**src/rtl/fpca_pkg.sv**
```systemverilog
// Shared types, codes and defaults for the fit-policy chunk allocator.
`timescale 1ns / 1ps

package fpca_pkg;

    // Default sizing of the chunk table and byte buffer
    localparam int BUFFER_BYTES_DEF = 1024;
    localparam int MAX_CHUNKS_DEF   = 64;

    // Fixed field widths of the transaction payloads
    localparam int SIZE_W  = 11;
    localparam int INDEX_W = 6;
    localparam int OFFS_W  = 10;
    localparam int FREE_W  = 11;
    localparam int REF_W   = 32;

    typedef logic [SIZE_W-1:0]  item_size_t;
    typedef logic [INDEX_W-1:0] chunk_index_t;
    typedef logic [OFFS_W-1:0]  byte_offset_t;
    typedef logic [FREE_W-1:0]  free_t;
    typedef logic [REF_W-1:0]   refused_t;

    // Placement policy register
    typedef enum logic [1:0] {
        FIT_FIRST = 2'd0,
        FIT_NEXT  = 2'd1,
        FIT_BEST  = 2'd2,
        FIT_WORST = 2'd3
    } policy_t;

    localparam policy_t POLICY_RESET = FIT_WORST;

    // Result status codes
    typedef enum logic [1:0] {
        ST_DONE  = 2'd0,
        ST_NOFIT = 2'd1,
        ST_FULL  = 2'd2,
        ST_ZERO  = 2'd3
    } status_t;

    // Input item kinds
    localparam logic KIND_LOAD    = 1'b0;
    localparam logic KIND_REQUEST = 1'b1;

    typedef struct packed {
        logic       kind;
        item_size_t item_size;
    } in_item_t;

    typedef struct packed {
        status_t      status;
        chunk_index_t chunk_index;
        byte_offset_t byte_offset;
        free_t        total_free;
        free_t        largest_free;
        refused_t     refused_total;
    } out_item_t;

    // Sequencer states
    typedef enum logic [2:0] {
        S_IDLE   = 3'd0,
        S_SCAN   = 3'd1,
        S_DRAIN  = 3'd2,
        S_DECIDE = 3'd3,
        S_RESULT = 3'd4
    } seq_state_t;

    // Sequencer to scan unit control
    typedef struct packed {
        logic clear;
        logic eval;
    } scan_ctl_t;

endpackage

```
**src/rtl/fpca_mem.sv**
```systemverilog
// Chunk table memory: one write port, one registered read port.
`timescale 1ns / 1ps

module fpca_mem #(
    parameter int  DEPTH  = 64,
    parameter int  WIDTH  = 22,
    localparam int ADDR_W = $clog2(DEPTH)
) (
    input  logic              aclk,
    input  logic              wr_en,
    input  logic [ADDR_W-1:0] wr_addr,
    input  logic [WIDTH-1:0]  wr_data,
    input  logic              rd_en,
    input  logic [ADDR_W-1:0] rd_addr,
    output logic [WIDTH-1:0]  rd_data
);

    logic [WIDTH-1:0] ram_reg [DEPTH];
    logic [WIDTH-1:0] rd_data_reg;

    // Write port
    always_ff @(posedge aclk) begin
        if (wr_en) begin
            ram_reg[wr_addr] <= wr_data;
        end
    end

    // Registered read port
    always_ff @(posedge aclk) begin
        if (rd_en) begin
            rd_data_reg <= ram_reg[rd_addr];
        end
    end

    assign rd_data = rd_data_reg;

endmodule

```
**src/rtl/fpca_scan.sv**
```systemverilog
// Scan unit: compares one table entry a cycle and keeps the fit candidates.
`timescale 1ns / 1ps

module fpca_scan #(
    parameter int  BUFFER_BYTES = fpca_pkg::BUFFER_BYTES_DEF,
    parameter int  MAX_CHUNKS   = fpca_pkg::MAX_CHUNKS_DEF,
    localparam int IDX_W        = $clog2(MAX_CHUNKS),
    localparam int ROOM_W       = $clog2(BUFFER_BYTES + 1)
) (
    input  logic                 aclk,
    input  logic                 aresetn,
    input  fpca_pkg::policy_t    policy,
    input  fpca_pkg::scan_ctl_t  ctl,
    input  logic [IDX_W-1:0]     eval_idx,
    input  logic [IDX_W-1:0]     start_idx,
    input  logic [2*ROOM_W-1:0]  eval_entry,
    input  fpca_pkg::item_size_t size,
    output logic                 pick_found,
    output logic [IDX_W-1:0]     pick_idx,
    output logic [ROOM_W-1:0]    pick_room,
    output logic [ROOM_W-1:0]    pick_offset,
    output logic [ROOM_W-1:0]    top1_room,
    output logic [IDX_W-1:0]     top1_idx,
    output logic [ROOM_W-1:0]    top2_room
);

    localparam int CMP_W = (ROOM_W > fpca_pkg::SIZE_W) ? ROOM_W : fpca_pkg::SIZE_W;

    logic [ROOM_W-1:0] eval_room;
    logic [ROOM_W-1:0] eval_offset;
    logic              fits;
    logic              ext_better;

    // Lowest fitting entry
    logic              first_found_reg, first_found_next;
    logic [IDX_W-1:0]  first_idx_reg, first_idx_next;
    logic [ROOM_W-1:0] first_room_reg, first_room_next;
    logic [ROOM_W-1:0] first_off_reg, first_off_next;
    // Lowest fitting entry at or after the rover
    logic              from_found_reg, from_found_next;
    logic [IDX_W-1:0]  from_idx_reg, from_idx_next;
    logic [ROOM_W-1:0] from_room_reg, from_room_next;
    logic [ROOM_W-1:0] from_off_reg, from_off_next;
    // Smallest or largest fitting entry
    logic              ext_found_reg, ext_found_next;
    logic [IDX_W-1:0]  ext_idx_reg, ext_idx_next;
    logic [ROOM_W-1:0] ext_room_reg, ext_room_next;
    logic [ROOM_W-1:0] ext_off_reg, ext_off_next;
    // Two largest rooms overall
    logic [ROOM_W-1:0] top1_room_reg, top1_room_next;
    logic [IDX_W-1:0]  top1_idx_reg, top1_idx_next;
    logic [ROOM_W-1:0] top2_room_reg, top2_room_next;

    assign eval_room   = eval_entry[ROOM_W-1:0];
    assign eval_offset = eval_entry[2*ROOM_W-1:ROOM_W];

    // Compare and update
    always_comb begin
        fits       = CMP_W'(eval_room) >= CMP_W'(size);
        ext_better = !ext_found_reg ||
                     ((policy == fpca_pkg::FIT_BEST) ? (eval_room < ext_room_reg)
                                                     : (eval_room > ext_room_reg));

        first_found_next = first_found_reg;
        first_idx_next   = first_idx_reg;
        first_room_next  = first_room_reg;
        first_off_next   = first_off_reg;
        from_found_next  = from_found_reg;
        from_idx_next    = from_idx_reg;
        from_room_next   = from_room_reg;
        from_off_next    = from_off_reg;
        ext_found_next   = ext_found_reg;
        ext_idx_next     = ext_idx_reg;
        ext_room_next    = ext_room_reg;
        ext_off_next     = ext_off_reg;
        top1_room_next   = top1_room_reg;
        top1_idx_next    = top1_idx_reg;
        top2_room_next   = top2_room_reg;

        if (ctl.clear) begin
            first_found_next = 1'b0;
            from_found_next  = 1'b0;
            ext_found_next   = 1'b0;
            top1_room_next   = '0;
            top1_idx_next    = '0;
            top2_room_next   = '0;
        end else if (ctl.eval) begin
            if (fits && !first_found_reg) begin
                first_found_next = 1'b1;
                first_idx_next   = eval_idx;
                first_room_next  = eval_room;
                first_off_next   = eval_offset;
            end
            if (fits && !from_found_reg && (eval_idx >= start_idx)) begin
                from_found_next = 1'b1;
                from_idx_next   = eval_idx;
                from_room_next  = eval_room;
                from_off_next   = eval_offset;
            end
            if (fits && ext_better) begin
                ext_found_next = 1'b1;
                ext_idx_next   = eval_idx;
                ext_room_next  = eval_room;
                ext_off_next   = eval_offset;
            end
            if (eval_room > top1_room_reg) begin
                top2_room_next = top1_room_reg;
                top1_room_next = eval_room;
                top1_idx_next  = eval_idx;
            end else if (eval_room > top2_room_reg) begin
                top2_room_next = eval_room;
            end
        end
    end

    // Candidate registers
    always_ff @(posedge aclk) begin
        if (!aresetn) begin
            first_found_reg <= 1'b0;
            from_found_reg  <= 1'b0;
            ext_found_reg   <= 1'b0;
        end else begin
            first_found_reg <= first_found_next;
            from_found_reg  <= from_found_next;
            ext_found_reg   <= ext_found_next;
        end
        first_idx_reg  <= first_idx_next;
        first_room_reg <= first_room_next;
        first_off_reg  <= first_off_next;
        from_idx_reg   <= from_idx_next;
        from_room_reg  <= from_room_next;
        from_off_reg   <= from_off_next;
        ext_idx_reg    <= ext_idx_next;
        ext_room_reg   <= ext_room_next;
        ext_off_reg    <= ext_off_next;
        top1_room_reg  <= top1_room_next;
        top1_idx_reg   <= top1_idx_next;
        top2_room_reg  <= top2_room_next;
    end

    // Policy select; next fit wraps to the lowest fit when nothing follows the rover
    always_comb begin
        case (policy)
            fpca_pkg::FIT_FIRST: begin
                pick_found  = first_found_reg;
                pick_idx    = first_idx_reg;
                pick_room   = first_room_reg;
                pick_offset = first_off_reg;
            end
            fpca_pkg::FIT_NEXT: begin
                if (from_found_reg) begin
                    pick_found  = 1'b1;
                    pick_idx    = from_idx_reg;
                    pick_room   = from_room_reg;
                    pick_offset = from_off_reg;
                end else begin
                    pick_found  = first_found_reg;
                    pick_idx    = first_idx_reg;
                    pick_room   = first_room_reg;
                    pick_offset = first_off_reg;
                end
            end
            default: begin
                pick_found  = ext_found_reg;
                pick_idx    = ext_idx_reg;
                pick_room   = ext_room_reg;
                pick_offset = ext_off_reg;
            end
        endcase
    end

    assign top1_room = top1_room_reg;
    assign top1_idx  = top1_idx_reg;
    assign top2_room = top2_room_reg;

endmodule

```
**src/rtl/fpca_seq.sv**
```systemverilog
// Sequencer: handshakes, table scan control, allocator state and result register.
`timescale 1ns / 1ps

module fpca_seq #(
    parameter int  BUFFER_BYTES = fpca_pkg::BUFFER_BYTES_DEF,
    parameter int  MAX_CHUNKS   = fpca_pkg::MAX_CHUNKS_DEF,
    localparam int IDX_W        = $clog2(MAX_CHUNKS),
    localparam int CNT_W        = $clog2(MAX_CHUNKS + 1),
    localparam int ROOM_W       = $clog2(BUFFER_BYTES + 1)
) (
    input  logic                 aclk,
    input  logic                 aresetn,
    // input transactions
    input  logic                 s_valid,
    output logic                 s_ready,
    input  fpca_pkg::in_item_t   s_data,
    // result transactions
    output logic                 m_valid,
    input  logic                 m_ready,
    output fpca_pkg::out_item_t  m_data,
    // scan unit
    output fpca_pkg::scan_ctl_t  scan_ctl,
    output logic [IDX_W-1:0]     eval_idx,
    output logic [IDX_W-1:0]     start_idx,
    output fpca_pkg::item_size_t size,
    input  logic                 pick_found,
    input  logic [IDX_W-1:0]     pick_idx,
    input  logic [ROOM_W-1:0]    pick_room,
    input  logic [ROOM_W-1:0]    pick_offset,
    input  logic [ROOM_W-1:0]    top1_room,
    input  logic [IDX_W-1:0]     top1_idx,
    input  logic [ROOM_W-1:0]    top2_room,
    // table memory
    output logic                 mem_wr_en,
    output logic [IDX_W-1:0]     mem_wr_addr,
    output logic [2*ROOM_W-1:0]  mem_wr_data,
    output logic                 mem_rd_en,
    output logic [IDX_W-1:0]     mem_rd_addr
);

    localparam int WIDE_W = ((ROOM_W > fpca_pkg::SIZE_W) ? ROOM_W : fpca_pkg::SIZE_W) + 1;
    localparam int SUM_W  = fpca_pkg::REF_W + 1;

    fpca_pkg::seq_state_t state_reg, state_next;
    logic                 kind_reg, kind_next;
    fpca_pkg::item_size_t size_reg, size_next;
    logic [CNT_W-1:0]     cnt_reg, cnt_next;
    logic                 eval_valid_reg, eval_valid_next;
    logic [IDX_W-1:0]     eval_idx_reg, eval_idx_next;
    logic [CNT_W-1:0]     total_reg, total_next;
    logic [ROOM_W-1:0]    loaded_reg, loaded_next;
    logic [IDX_W-1:0]     rover_reg, rover_next;
    fpca_pkg::refused_t   refused_reg, refused_next;
    logic [ROOM_W-1:0]    free_reg, free_next;
    fpca_pkg::out_item_t  res_reg, res_next;
    logic                 m_valid_reg, m_valid_next;
    fpca_pkg::out_item_t  m_data_reg, m_data_next;

    logic                 accept;
    logic [CNT_W-1:0]     cnt_inc;
    logic [ROOM_W-1:0]    size_room;
    logic                 load_full;
    logic [SUM_W-1:0]     ref_sum;
    logic [ROOM_W-1:0]    new_room;
    logic [ROOM_W-1:0]    others_max;
    logic [ROOM_W-1:0]    largest;

    assign accept      = s_valid && s_ready;
    assign s_ready     = (state_reg == fpca_pkg::S_IDLE);
    assign cnt_inc     = cnt_reg + CNT_W'(1);
    assign size_room   = ROOM_W'(size_reg);
    assign size        = size_reg;
    assign start_idx   = (CNT_W'(rover_reg) < total_reg) ? rover_reg : '0;
    assign eval_idx    = eval_idx_reg;
    assign mem_rd_en   = (state_reg == fpca_pkg::S_SCAN);
    assign mem_rd_addr = cnt_reg[IDX_W-1:0];
    assign m_valid     = m_valid_reg;
    assign m_data      = m_data_reg;

    always_comb begin
        scan_ctl.clear = accept;
        scan_ctl.eval  = eval_valid_reg;
    end

    // Decision datapath terms
    always_comb begin
        load_full = (total_reg >= CNT_W'(MAX_CHUNKS)) ||
                    (WIDE_W'(size_reg) > (WIDE_W'(BUFFER_BYTES) - WIDE_W'(loaded_reg)));
        ref_sum    = {1'b0, refused_reg} + SUM_W'(size_reg);
        new_room   = pick_room - size_room;
        others_max = (pick_idx == top1_idx) ? top2_room : top1_room;
    end

    // Next state and outputs
    always_comb begin
        state_next      = state_reg;
        kind_next       = kind_reg;
        size_next       = size_reg;
        cnt_next        = cnt_reg;
        eval_valid_next = (state_reg == fpca_pkg::S_SCAN);
        eval_idx_next   = cnt_reg[IDX_W-1:0];
        total_next      = total_reg;
        loaded_next     = loaded_reg;
        rover_next      = rover_reg;
        refused_next    = refused_reg;
        free_next       = free_reg;
        res_next        = res_reg;
        m_valid_next    = m_valid_reg && !m_ready;
        m_data_next     = m_data_reg;
        mem_wr_en       = 1'b0;
        mem_wr_addr     = total_reg[IDX_W-1:0];
        mem_wr_data     = {loaded_reg, size_room};
        largest         = top1_room;

        case (state_reg)
            fpca_pkg::S_IDLE: begin
                if (accept) begin
                    kind_next  = s_data.kind;
                    size_next  = s_data.item_size;
                    cnt_next   = '0;
                    state_next = (total_reg != '0) ? fpca_pkg::S_SCAN : fpca_pkg::S_DECIDE;
                end
            end
            fpca_pkg::S_SCAN: begin
                cnt_next = cnt_inc;
                if (cnt_inc == total_reg) begin
                    state_next = fpca_pkg::S_DRAIN;
                end
            end
            fpca_pkg::S_DRAIN: begin
                // last entry is being compared this cycle
                state_next = fpca_pkg::S_DECIDE;
            end
            fpca_pkg::S_DECIDE: begin
                res_next.status      = fpca_pkg::ST_DONE;
                res_next.chunk_index = '0;
                res_next.byte_offset = '0;
                if (size_reg == '0) begin
                    res_next.status = fpca_pkg::ST_ZERO;
                end else if (kind_reg == fpca_pkg::KIND_LOAD) begin
                    if (load_full) begin
                        res_next.status = fpca_pkg::ST_FULL;
                    end else begin
                        // append a chunk at the end of the loaded bytes
                        mem_wr_en            = 1'b1;
                        res_next.chunk_index = fpca_pkg::chunk_index_t'(total_reg);
                        res_next.byte_offset = fpca_pkg::byte_offset_t'(loaded_reg);
                        loaded_next          = loaded_reg + size_room;
                        total_next           = cnt_inc - cnt_reg + total_reg;
                        free_next            = free_reg + size_room;
                        largest              = (size_room > top1_room) ? size_room : top1_room;
                    end
                end else if (!pick_found) begin
                    res_next.status = fpca_pkg::ST_NOFIT;
                    refused_next    = ref_sum[SUM_W-1] ? '1 : ref_sum[SUM_W-2:0];
                end else begin
                    // carve the request from the front of the chosen chunk
                    mem_wr_en            = 1'b1;
                    mem_wr_addr          = pick_idx;
                    mem_wr_data          = {pick_offset + size_room, new_room};
                    res_next.chunk_index = fpca_pkg::chunk_index_t'(pick_idx);
                    res_next.byte_offset = fpca_pkg::byte_offset_t'(pick_offset);
                    rover_next           = pick_idx;
                    free_next            = free_reg - size_room;
                    largest              = (new_room > others_max) ? new_room : others_max;
                end
                res_next.total_free    = fpca_pkg::free_t'(free_next);
                res_next.largest_free  = fpca_pkg::free_t'(largest);
                res_next.refused_total = refused_next;
                state_next             = fpca_pkg::S_RESULT;
            end
            fpca_pkg::S_RESULT: begin
                if (!m_valid_reg || m_ready) begin
                    m_valid_next = 1'b1;
                    m_data_next  = res_reg;
                    state_next   = fpca_pkg::S_IDLE;
                end
            end
            default: begin
                state_next = fpca_pkg::S_IDLE;
            end
        endcase
    end

    // Control and state registers
    always_ff @(posedge aclk) begin
        if (!aresetn) begin
            state_reg      <= fpca_pkg::S_IDLE;
            eval_valid_reg <= 1'b0;
            total_reg      <= '0;
            loaded_reg     <= '0;
            rover_reg      <= '0;
            refused_reg    <= '0;
            free_reg       <= '0;
            m_valid_reg    <= 1'b0;
        end else begin
            state_reg      <= state_next;
            eval_valid_reg <= eval_valid_next;
            total_reg      <= total_next;
            loaded_reg     <= loaded_next;
            rover_reg      <= rover_next;
            refused_reg    <= refused_next;
            free_reg       <= free_next;
            m_valid_reg    <= m_valid_next;
        end
    end

    // Payload registers
    always_ff @(posedge aclk) begin
        kind_reg     <= kind_next;
        size_reg     <= size_next;
        cnt_reg      <= cnt_next;
        eval_idx_reg <= eval_idx_next;
        res_reg      <= res_next;
        m_data_reg   <= m_data_next;
    end

endmodule

```
**src/rtl/fit_policy_chunk_allocator_unit.sv**
```systemverilog
// Top level of the fit-policy chunk allocator.
//
//  channel  | ports                          | carries
//  ---------+--------------------------------+-------------------------------
//  input    | s_valid, s_ready, s_data       | kind, item_size
//  result   | m_valid, m_ready, m_data       | status, index, offset, free, refused
//  config   | cfg_valid, cfg_ready, cfg_wdata| fit_policy
//
// Each item runs to completion before the next is accepted; the scan reads one
// table entry a cycle through the single memory read port and the shared
// compare unit, and an empty table skips the scan.
// Reset is synchronous and active low; the table needs no clearing pass.
// The result sits in its own register, so a stalled result only holds the
// next item in the final cycle of its work. Config writes are always taken.
`timescale 1ns / 1ps

module fit_policy_chunk_allocator_unit #(
    parameter int BUFFER_BYTES = fpca_pkg::BUFFER_BYTES_DEF,
    parameter int MAX_CHUNKS   = fpca_pkg::MAX_CHUNKS_DEF
) (
    input  logic                aclk,
    input  logic                aresetn,
    input  logic                s_valid,
    output logic                s_ready,
    input  fpca_pkg::in_item_t  s_data,
    output logic                m_valid,
    input  logic                m_ready,
    output fpca_pkg::out_item_t m_data,
    input  logic                cfg_valid,
    output logic                cfg_ready,
    input  logic [1:0]          cfg_wdata
);

    localparam int IDX_W  = $clog2(MAX_CHUNKS);
    localparam int ROOM_W = $clog2(BUFFER_BYTES + 1);

    fpca_pkg::policy_t    policy_reg;
    fpca_pkg::scan_ctl_t  scan_ctl;
    logic [IDX_W-1:0]     eval_idx;
    logic [IDX_W-1:0]     start_idx;
    fpca_pkg::item_size_t size;
    logic                 pick_found;
    logic [IDX_W-1:0]     pick_idx;
    logic [ROOM_W-1:0]    pick_room;
    logic [ROOM_W-1:0]    pick_offset;
    logic [ROOM_W-1:0]    top1_room;
    logic [IDX_W-1:0]     top1_idx;
    logic [ROOM_W-1:0]    top2_room;
    logic                 mem_wr_en;
    logic [IDX_W-1:0]     mem_wr_addr;
    logic [2*ROOM_W-1:0]  mem_wr_data;
    logic                 mem_rd_en;
    logic [IDX_W-1:0]     mem_rd_addr;
    logic [2*ROOM_W-1:0]  mem_rd_data;

    // Policy register
    assign cfg_ready = 1'b1;

    always_ff @(posedge aclk) begin
        if (!aresetn) begin
            policy_reg <= fpca_pkg::POLICY_RESET;
        end else if (cfg_valid && cfg_ready) begin
            policy_reg <= fpca_pkg::policy_t'(cfg_wdata);
        end
    end

    fpca_seq #(
        .BUFFER_BYTES (BUFFER_BYTES),
        .MAX_CHUNKS   (MAX_CHUNKS)
    ) u_seq (
        .aclk        (aclk),
        .aresetn     (aresetn),
        .s_valid     (s_valid),
        .s_ready     (s_ready),
        .s_data      (s_data),
        .m_valid     (m_valid),
        .m_ready     (m_ready),
        .m_data      (m_data),
        .scan_ctl    (scan_ctl),
        .eval_idx    (eval_idx),
        .start_idx   (start_idx),
        .size        (size),
        .pick_found  (pick_found),
        .pick_idx    (pick_idx),
        .pick_room   (pick_room),
        .pick_offset (pick_offset),
        .top1_room   (top1_room),
        .top1_idx    (top1_idx),
        .top2_room   (top2_room),
        .mem_wr_en   (mem_wr_en),
        .mem_wr_addr (mem_wr_addr),
        .mem_wr_data (mem_wr_data),
        .mem_rd_en   (mem_rd_en),
        .mem_rd_addr (mem_rd_addr)
    );

    fpca_scan #(
        .BUFFER_BYTES (BUFFER_BYTES),
        .MAX_CHUNKS   (MAX_CHUNKS)
    ) u_scan (
        .aclk        (aclk),
        .aresetn     (aresetn),
        .policy      (policy_reg),
        .ctl         (scan_ctl),
        .eval_idx    (eval_idx),
        .start_idx   (start_idx),
        .eval_entry  (mem_rd_data),
        .size        (size),
        .pick_found  (pick_found),
        .pick_idx    (pick_idx),
        .pick_room   (pick_room),
        .pick_offset (pick_offset),
        .top1_room   (top1_room),
        .top1_idx    (top1_idx),
        .top2_room   (top2_room)
    );

    fpca_mem #(
        .DEPTH (MAX_CHUNKS),
        .WIDTH (2 * ROOM_W)
    ) u_mem (
        .aclk    (aclk),
        .wr_en   (mem_wr_en),
        .wr_addr (mem_wr_addr),
        .wr_data (mem_wr_data),
        .rd_en   (mem_rd_en),
        .rd_addr (mem_rd_addr),
        .rd_data (mem_rd_data)
    );

endmodule

```
**config.mk**
```make
export PLATFORM = sky130hd
export DESIGN_NAME = fit_policy_chunk_allocator_unit
export DESIGN_NICKNAME = d
export VERILOG_FILES = /design/src/rtl/fpca_pkg.sv /design/src/rtl/fpca_mem.sv /design/src/rtl/fpca_scan.sv /design/src/rtl/fpca_seq.sv /design/src/rtl/fit_policy_chunk_allocator_unit.sv
export SDC_FILE = /design/constraint.sdc
export NUM_CORES = 2
export LEC_CHECK = 0
export ABC_AREA = 0
export BUFFER_PORTS_ARGS = -buffer_cell sky130_fd_sc_hd__clkbuf_2
export CAP_MARGIN = 20
export CORE_MARGIN = 3
export CORE_UTILIZATION = 50
export CTS_CLUSTER_DIAMETER = 50
export CTS_CLUSTER_SIZE = 30
export DETAILED_ROUTE_END_ITERATION = 6
export HOLD_SLACK_MARGIN = 0.08
export PLACE_DENSITY = 0.79
export SETUP_SLACK_MARGIN = 0.4
export SYNTH_ARGS = -nofsm -noshare
export SYNTH_HDL_FRONTEND = slang
export SYNTH_SLANG_ARGS = --single-unit
export TNS_END_PERCENT = 5
```
**constraint.sdc**
```tcl
create_clock -name aclk -period 6.1 [get_ports aclk]
set_input_delay 0 -clock aclk [delete_from_list [all_inputs] [get_ports aclk]]
set_output_delay 0 -clock aclk [all_outputs]
set_load 0.005 [all_outputs]
```
# Yosys cells after proc, flatten, opt, wreduce, memory -nomap -nowiden
# Memory sizes are Yosys's and may differ from the RTL's. A register that Yosys moved wholly into a read port is not among the register bits.
# Cells that the tools add are included.
[op_classes]
bitwise = 5
n_eq_ne = 11
reduce_logical = 35
muxes = 56
n_addsub = 10
magnitude_cmp = 11
[op_table]
columns = ["op", "n"]
rows = [
  ["11-bit 2-to-1 mux", 15],
  ["32-bit 2-to-1 mux", 4],
  ["22-bit 2-to-1 mux", 4],
  ["11-bit > comparator", 5],
  ["11-bit case mux with 2 select lines", 2],
  ["6-bit 2-to-1 mux", 6],
  ["11-bit adder", 3],
  ["32-bit by 11-bit adder with 33-bit output", 1],
  ["16-bit 2-to-1 mux", 2],
  ["11-bit subtractor", 2],
  ["18-bit 2-to-1 mux", 1],
  ["2-bit AND reduction", 8],
  ["3-bit case mux with 5 select lines", 1],
  ["7-bit case mux with 2 select lines", 1],
  ["11-bit by 12-bit > comparator with 1-bit output", 1],
  ["1-bit 2-to-1 mux", 12],
  ["6-bit case mux with 2 select lines", 1],
  ["3-bit AND reduction", 4],
  ["11-bit by 11-bit subtractor with 12-bit output, first input constant", 1],
  ["11-bit greater-or-equal comparator", 1],
  ["11-bit logical NOT", 1],
  ["11-bit < comparator", 1],
  ["3-bit 2-to-1 mux", 3],
  ["4-bit AND reduction", 2],
  ["27 further kinds", 46],
]
[word_totals]
elab_cells = 169
ram_bits = 1408
output_inout_bits = 75
n_memories = 1
register_bits = 358
inputBits = 19
[memory_table]
columns = ["memory", "words", "width", "rd", "rd_ports_with_merged_regs", "write_ports", "line_no", "rtl"]
rows = [
  ["u_mem.ram_reg", 64, 22, 1, 1, 1, "fpca_mem.sv:18", "logic [WIDTH-1:0] ram_reg [DEPTH];"],
]

# Depth between registers and ports, before layout
[depth]
depth_word = 9
mapped_depth = 26
ltp_nobuf = 21

# Modules after synthesis
# A second synthesis with hierarchy kept.
[hier_totals]
hier_cells = 4331
hier_area_um2 = 74664.1
[by_module_without_submodules]
columns = ["module", "cells_per_inst", "instances", "seq_area_each_um2", "area_per_inst_um2"]
rows = [
  ["fpca_mem", 2410, 1, 42941.2, 54716.2],
  ["fpca_seq", 1445, 1, 6456.2, 14201.1],
  ["fpca_scan", 468, 1, 3143.0, 5667.9],
  ["fit_policy_chunk_allocator_unit", 8, 1, 40.0, 78.8],
]

# Worst setup path after synthesis
# OpenSTA, ideal clock, no wires.
[synth_path]
path_type = "reg-to-reg"
from = "reg policy_reg[0]"
to = "mem u_mem.ram_reg[0][7] (data pin)"
arrival_time_ns = 5.676
t_required_ns = 5.398
path_buffers = 4
synth_period_minus_slack_ns = 6.378
path_stages_with_launch = 15
setup_time_ns = 0.702
path_slack_ns = -0.278
path_cell_list = "dfxtp_1 clkbuf_1 and2_1 buf_2 buf_1 buf_2 mux2i_1 o21ai_0 ha_1 nor2b_1 o21ai_0 a21oi_1 o41ai_1 xnor2_1 o21ai_0"
[synth_between]
elab_chain_cells = 7
elab_cells_between_ends = 9
classes_between = "add/sub: 1; eq/ne: 1; mux: 6; reduce/logical: 1"
[synth_lines]
columns = ["item", "line_no", "rtl"]
rows = [
  ["start, declared", "fit_policy_chunk_allocator_unit.sv:37", "fpca_pkg::policy_t policy_reg;"],
  ["start signal, assigned", "fit_policy_chunk_allocator_unit.sv:61", "policy_reg <= fpca_pkg::POLICY_RESET;"],
  ["start signal, assigned", "fit_policy_chunk_allocator_unit.sv:63", "policy_reg <= fpca_pkg::policy_t'(cfg_wdata);"],
  ["2-bit by 1-bit == test with 1-bit output / 2-bit logical NOT (equally long branches)", "fpca_scan.sv:143", "case (policy)"],
  ["11-bit case mux with 2 select lines", "fpca_scan.sv:143", ""],
  ["11-bit subtractor", "fpca_seq.sv:90", "new_room = pick_room - size_room;"],
  ["22-bit 2-to-1 mux (*)", "fpca_seq.sv:153", "end else if (!pick_found) begin"],
  ["22-bit 2-to-1 mux (*)", "fpca_seq.sv:140", "end else if (kind_reg == fpca_pkg::KIND_LOAD) begin"],
  ["22-bit 2-to-1 mux (*)", "fpca_seq.sv:138", "if (size_reg == '0) begin"],
  ["22-bit 2-to-1 mux (*)", "fpca_seq.sv:115", "case (state_reg)"],
  ["named net mem_wr_data[7]", "fit_policy_chunk_allocator_unit.sv:51", "logic [2*ROOM_W-1:0] mem_wr_data;"],
  ["end, declared", "fpca_mem.sv:18", ""],
]
# Mark *: on every way through the listed nets, which the timed path passes. The rest lies on a longest branch.

# Worst setup path in the final report
[layout_path]
from = "reg policy_reg[0]"
to = "reg u_seq.res_reg[40] in the netlist's numbering (data pin)"
[layout_between]
elab_chain_cells = 9
elab_cells_between_ends = 13
classes_between = "add/sub: 1; order compare: 1; eq/ne: 2; mux: 8; reduce/logical: 1"
[layout_lines]
columns = ["item", "line_no", "rtl"]
rows = [
  ["branches (longest 6 deep; another with 11-bit subtractor)", "-", ""],
  ["11-bit 2-to-1 mux (*)", "fpca_seq.sv:153", ""],
  ["11-bit 2-to-1 mux (*)", "fpca_seq.sv:140", ""],
  ["11-bit 2-to-1 mux (*)", "fpca_seq.sv:138", ""],
  ["end signal, assigned", "fpca_seq.sv:214", "res_reg <= res_next;"],
  ["end, declared", "fpca_seq.sv:55", "fpca_pkg::out_item_t res_reg, res_next;"],
]
# Mark *: on every way between the ends.
# A chain may end at the register's enable or synchronous reset.

==> results.yml <==
grt:
  grt_usage_pct: 23.7
  grt_pass1_vias: 37900
  grt_pass1_wl_um: 257000
  gr-total-overflow: 0
  antenna_found_initial: 6
  grt_max_degree: 162
cells_and_area:
  final_cell_mix: "1609 x edfxtp_1, 441 x mux4_2, 191 x nor2_1"
  postLayoutCellArea_mm2: 0.0798
  synthToLayoutAreaGrowth_pct: 12.0
  drive_gt1_share_pct: 24.6
  fillerInstances: 10100
  largest_reg_flops: 1344
  fin_nets: 4263
  final_common_cell: "edfxtp_1"
run_status:
  status: "finished, final reports clean"
power_and_ir_drop:
  power_frac_clock_pct: 29.5
  switchingPower_mw: 8.99
  power.internal_mw: 20.8
  ir_drop_v: 0.000333
  p_per_area_mw_per_mm2: 373
  combinationalPowerShare_pct: 24.0
  pwr-share-seq_pct: 46.5
  finalPower_mw: 29.7
  power_leakage_nw: 26.2
  switching_share_pct: 30.2
setup_path:
  r2r_slack_ps: 930
  r2r_start: "policy_reg[0]"
  worst-path-max-fanout: 20
  worstSetupStartpointType: "register"
  cp_data_arrival_time_ps: 5660
  cp_slowest_cell: "dfxtp_1"
  path_class: "register to register"
  path_buf_inv: 3
  r2r-end: "u_seq.res_reg[40]"
  ff2ff_path_depth: 17
  crit_required_ps: 6590
  path_cells: "and2_1, buf_4, mux2i_1, a211o_1, nand3_1, nor4b_2, buf_4, nor2_1, a21oi_1, ha_1, a2111oi_0, a211oi_1, o211ai_1, nand2b_1, inv_1, a2bb2oi_1, o311ai_1"
  crit_path_max_incr_delay_ps: 490
  cp_top_family: "compound AO/OA/AOI/OAI gates"
  cp-end-kind: "register"
  crit_top_cell: "buf_4"
synthesis:
  synth_compound_area_share_pct: 4.24
  yosys.area_share.simple_pct: 4.11
  netlist_area_mm2: 0.0713
  synthAdderAreaFrac_pct: 2.95
  ys_warn_count: 0
  async_flop_share_pct: 0
  ys_ff_latch: 1720
  syn_nets: 4065
  synth_top_family_by_area: "multiplexers"
  yosysSeqAreaShare_pct: 70.9
  synth-xor-area-share_pct: 1.16
  ys_types: 88
  syn_inst: 3882
  synth_edf_count: 1609
  synthMuxAreaShare_pct: 15.0
  synth.avg_cell_area_um2: 18.4
  synth-main-ff-cell: "edfxtp_1"
sta:
  max_clock_freq_mhz: 194
  timing.final.crit_share_pct: 84.7
  fin_setup_tns_ps: 0
  finalClockSkew_ps: 54.5
  worst_pin_slew_ps: 1150
  slew_violations: 0
  rsz0062_at_grt: "no"
  setup_viol: 0
  period_needed_ps: 5170
  relSlewSlack_pct: 23.2
  hold_viol: 0
place:
  port-buffer-count: 92
  hpwl_um: 104000
  routabilityCongestion: 0.915
  placed_area_mm2: 0.0749
clock_tree:
  clock_path_buffers: 3
  cts-root-buf: "clkbuf_16"
  clock_sinks: 1720
  postCtsSetupBuffers: 0
  cts.repair.resized: 0
  cts.reportedPaths.clkPinSlew_ps: 100
  insertion_delay_ps: 790
  cts_tree: "built"
  h-tree-depth: 3
  cts_buffers: 116
drt:
  drt_iter0_markers: 5267
  drt.antenna.violating_nets: 0
  wl_um: 174000
  drc_errors: 0
  vias_per_cell: 6.28
  routedWlPerCell_um: 28.6
  vias: 38100
  first_pass_iters: 7
floorplanning:
  start_util_pct: 50.7
  die_w_um: 384
  row_count: 137
  dieHeight_um: 384
  die_area_mm2: 0.147
  fp.coreArea_mm2: 0.141
  io_pins: 94
min_path:
  holdPathStages: 5
  min_path_type: "input pin to register"
  hold-path-endpoint: "u_seq.m_valid"
  hold_start: "m_ready"
flow_run:
  max-cap-violations: 0
## cells by family (layout without fill, tap and decap cells)
family | count (synthesis) | count (layout)
buffers and inverters | 297 | 598
DFF | 1720 | 1720
muxes | 517 | 517
adders and majority gates | 164 | 164
AOI/OAI and AO/OA | 459 | 459
other | 1 | 4
xor gates and xnor gates | 94 | 94
and+or+nand+nor | 630 | 630
## cells in the mapped netlist, types with 7 or more instances
cell / number / area share, %
edfxtp_1: 1609 / 68
mux4_2: 441 / 14
nor2_1: 257 / 1.4
ha_1: 157 / 2.8
clkbuf_1: 143 / 0.75
nand2_1: 135 / 0.71
a21oi_1: 120 / 0.84
dfxtp_1: 111 / 3.1
o21ai_0: 107 / 0.75
inv_1: 96 / 0.51
mux2i_1: 67 / 0.94
xnor2_1: 55 / 0.68
nand3_1: 52 / 0.37
a211oi_1: 42 / 0.44
buf_1: 40 / 0.21
xor2_1: 39 / 0.48
nor2b_1: 33 / 0.29
nor3_1: 28 / 0.20
a21o_1: 26 / 0.27
nand4_1: 26 / 0.23
nand2b_1: 21 / 0.18
o21a_1: 21 / 0.22
and3_1: 20 / 0.18
a22oi_1: 16 / 0.17
a31oi_1: 15 / 0.13
buf_2: 13 / 0.091
o211ai_1: 13 / 0.14
or3_1: 12 / 0.11
o21bai_1: 11 / 0.12
nor4_1: 10 / 0.088
mux2_2: 9 / 0.14
a211o_1: 8 / 0.098
and2_1: 8 / 0.070
o221ai_1: 8 / 0.098
fa_1: 7 / 0.20
## per-layer routing
layer	global-route usage [%]	up-vias	routed length (µm)
li1	-	16000	-
met1	32.3	19600	65700
met2	38.9	2110	86000
met3	4.39	343	15600
met4	7.75	2	6330
met5	0	-	13
## power groups by stage
stage	sequential (mW)	clock [mW]	combinational, mW
floorplan	14.0	0	4.80
global placement	14.1	0	6.89
detailed placement	14.1	0	6.99
CTS	13.8	8.89	7.09
global route	13.9	9.29	7.61
finish	13.8	8.77	7.14
## worst register-to-register path, delay by kind of cell, from the launching register on
| family | cells | cell delay, ps |
|---|---|---|
| AO/OA/AOI/OAI | 7 | 1550 |
| AND/OR/NAND/NOR | 5 | 1260 |
| adder cells (fa/ha/maj) | 1 | 320 |
| multiplexers | 1 | 370 |
| flip-flops | 1 | 490 |
| buffers and inverters | 3 | 890 |
## worst max-delay path by stage
stage | startpoint | endpoint | slack, ps | cells after the start
global placement | policy_reg[1] | u_seq.res_reg[40] | 1100 | 17
global route | policy_reg[0] | u_seq.res_reg[40] | 520 | 17
finish | policy_reg[0] | u_seq.res_reg[40] | 930 | 17
detailed placement | policy_reg[1] | u_seq.res_reg[36] | 1040 | 16
CTS | policy_reg[1] | u_seq.res_reg[40] | 990 | 16
floorplan | policy_reg[0] | u_mem.ram_reg[0][19] | -220 | 15
## per-stage QoR
stage | hold WS [ps] | setup WS (ps) | util, % | cells
after floorplan | 98.9 | -219 | - | 3882
after global placement | 182 | 1100 | 53.3 | 5793
after detailed placement | 181 | 1040 | 53.3 | 5794
after CTS | 129 | 995 | 56.7 | 6051
after global routing | 193 | 523 | 56.8 | 6060
final | 164 | 934 | 56.8 | 6062
## what timing repair did
| item | 4_1_cts | 5_1_grt |
|---|---|---|
| endpoints found under the setup margin | 0 | 0 |
| hold buffers | 36 | 0 |
| endpoints found under the hold margin | 51 | 0 |
## layout make-up
| type | count | area [µm²] | area share, % |
|---|---|---|---|
| diodes | 3 | 7.51 | 0.00941 |
| well taps | 1876 | 2350 | 2.94 |
| clock buffers | 123 | 2970 | 3.72 |
| flip-flops and latches | 1720 | 50500 | 63.3 |
| inverters | 97 | 365 | 0.458 |
| clock inverters | 98 | 1410 | 1.77 |
| repair buffers | 280 | 2160 | 2.70 |
| multi-input cells | 1865 | 20000 | 25.1 |
(Power assumes the default switching activity.)
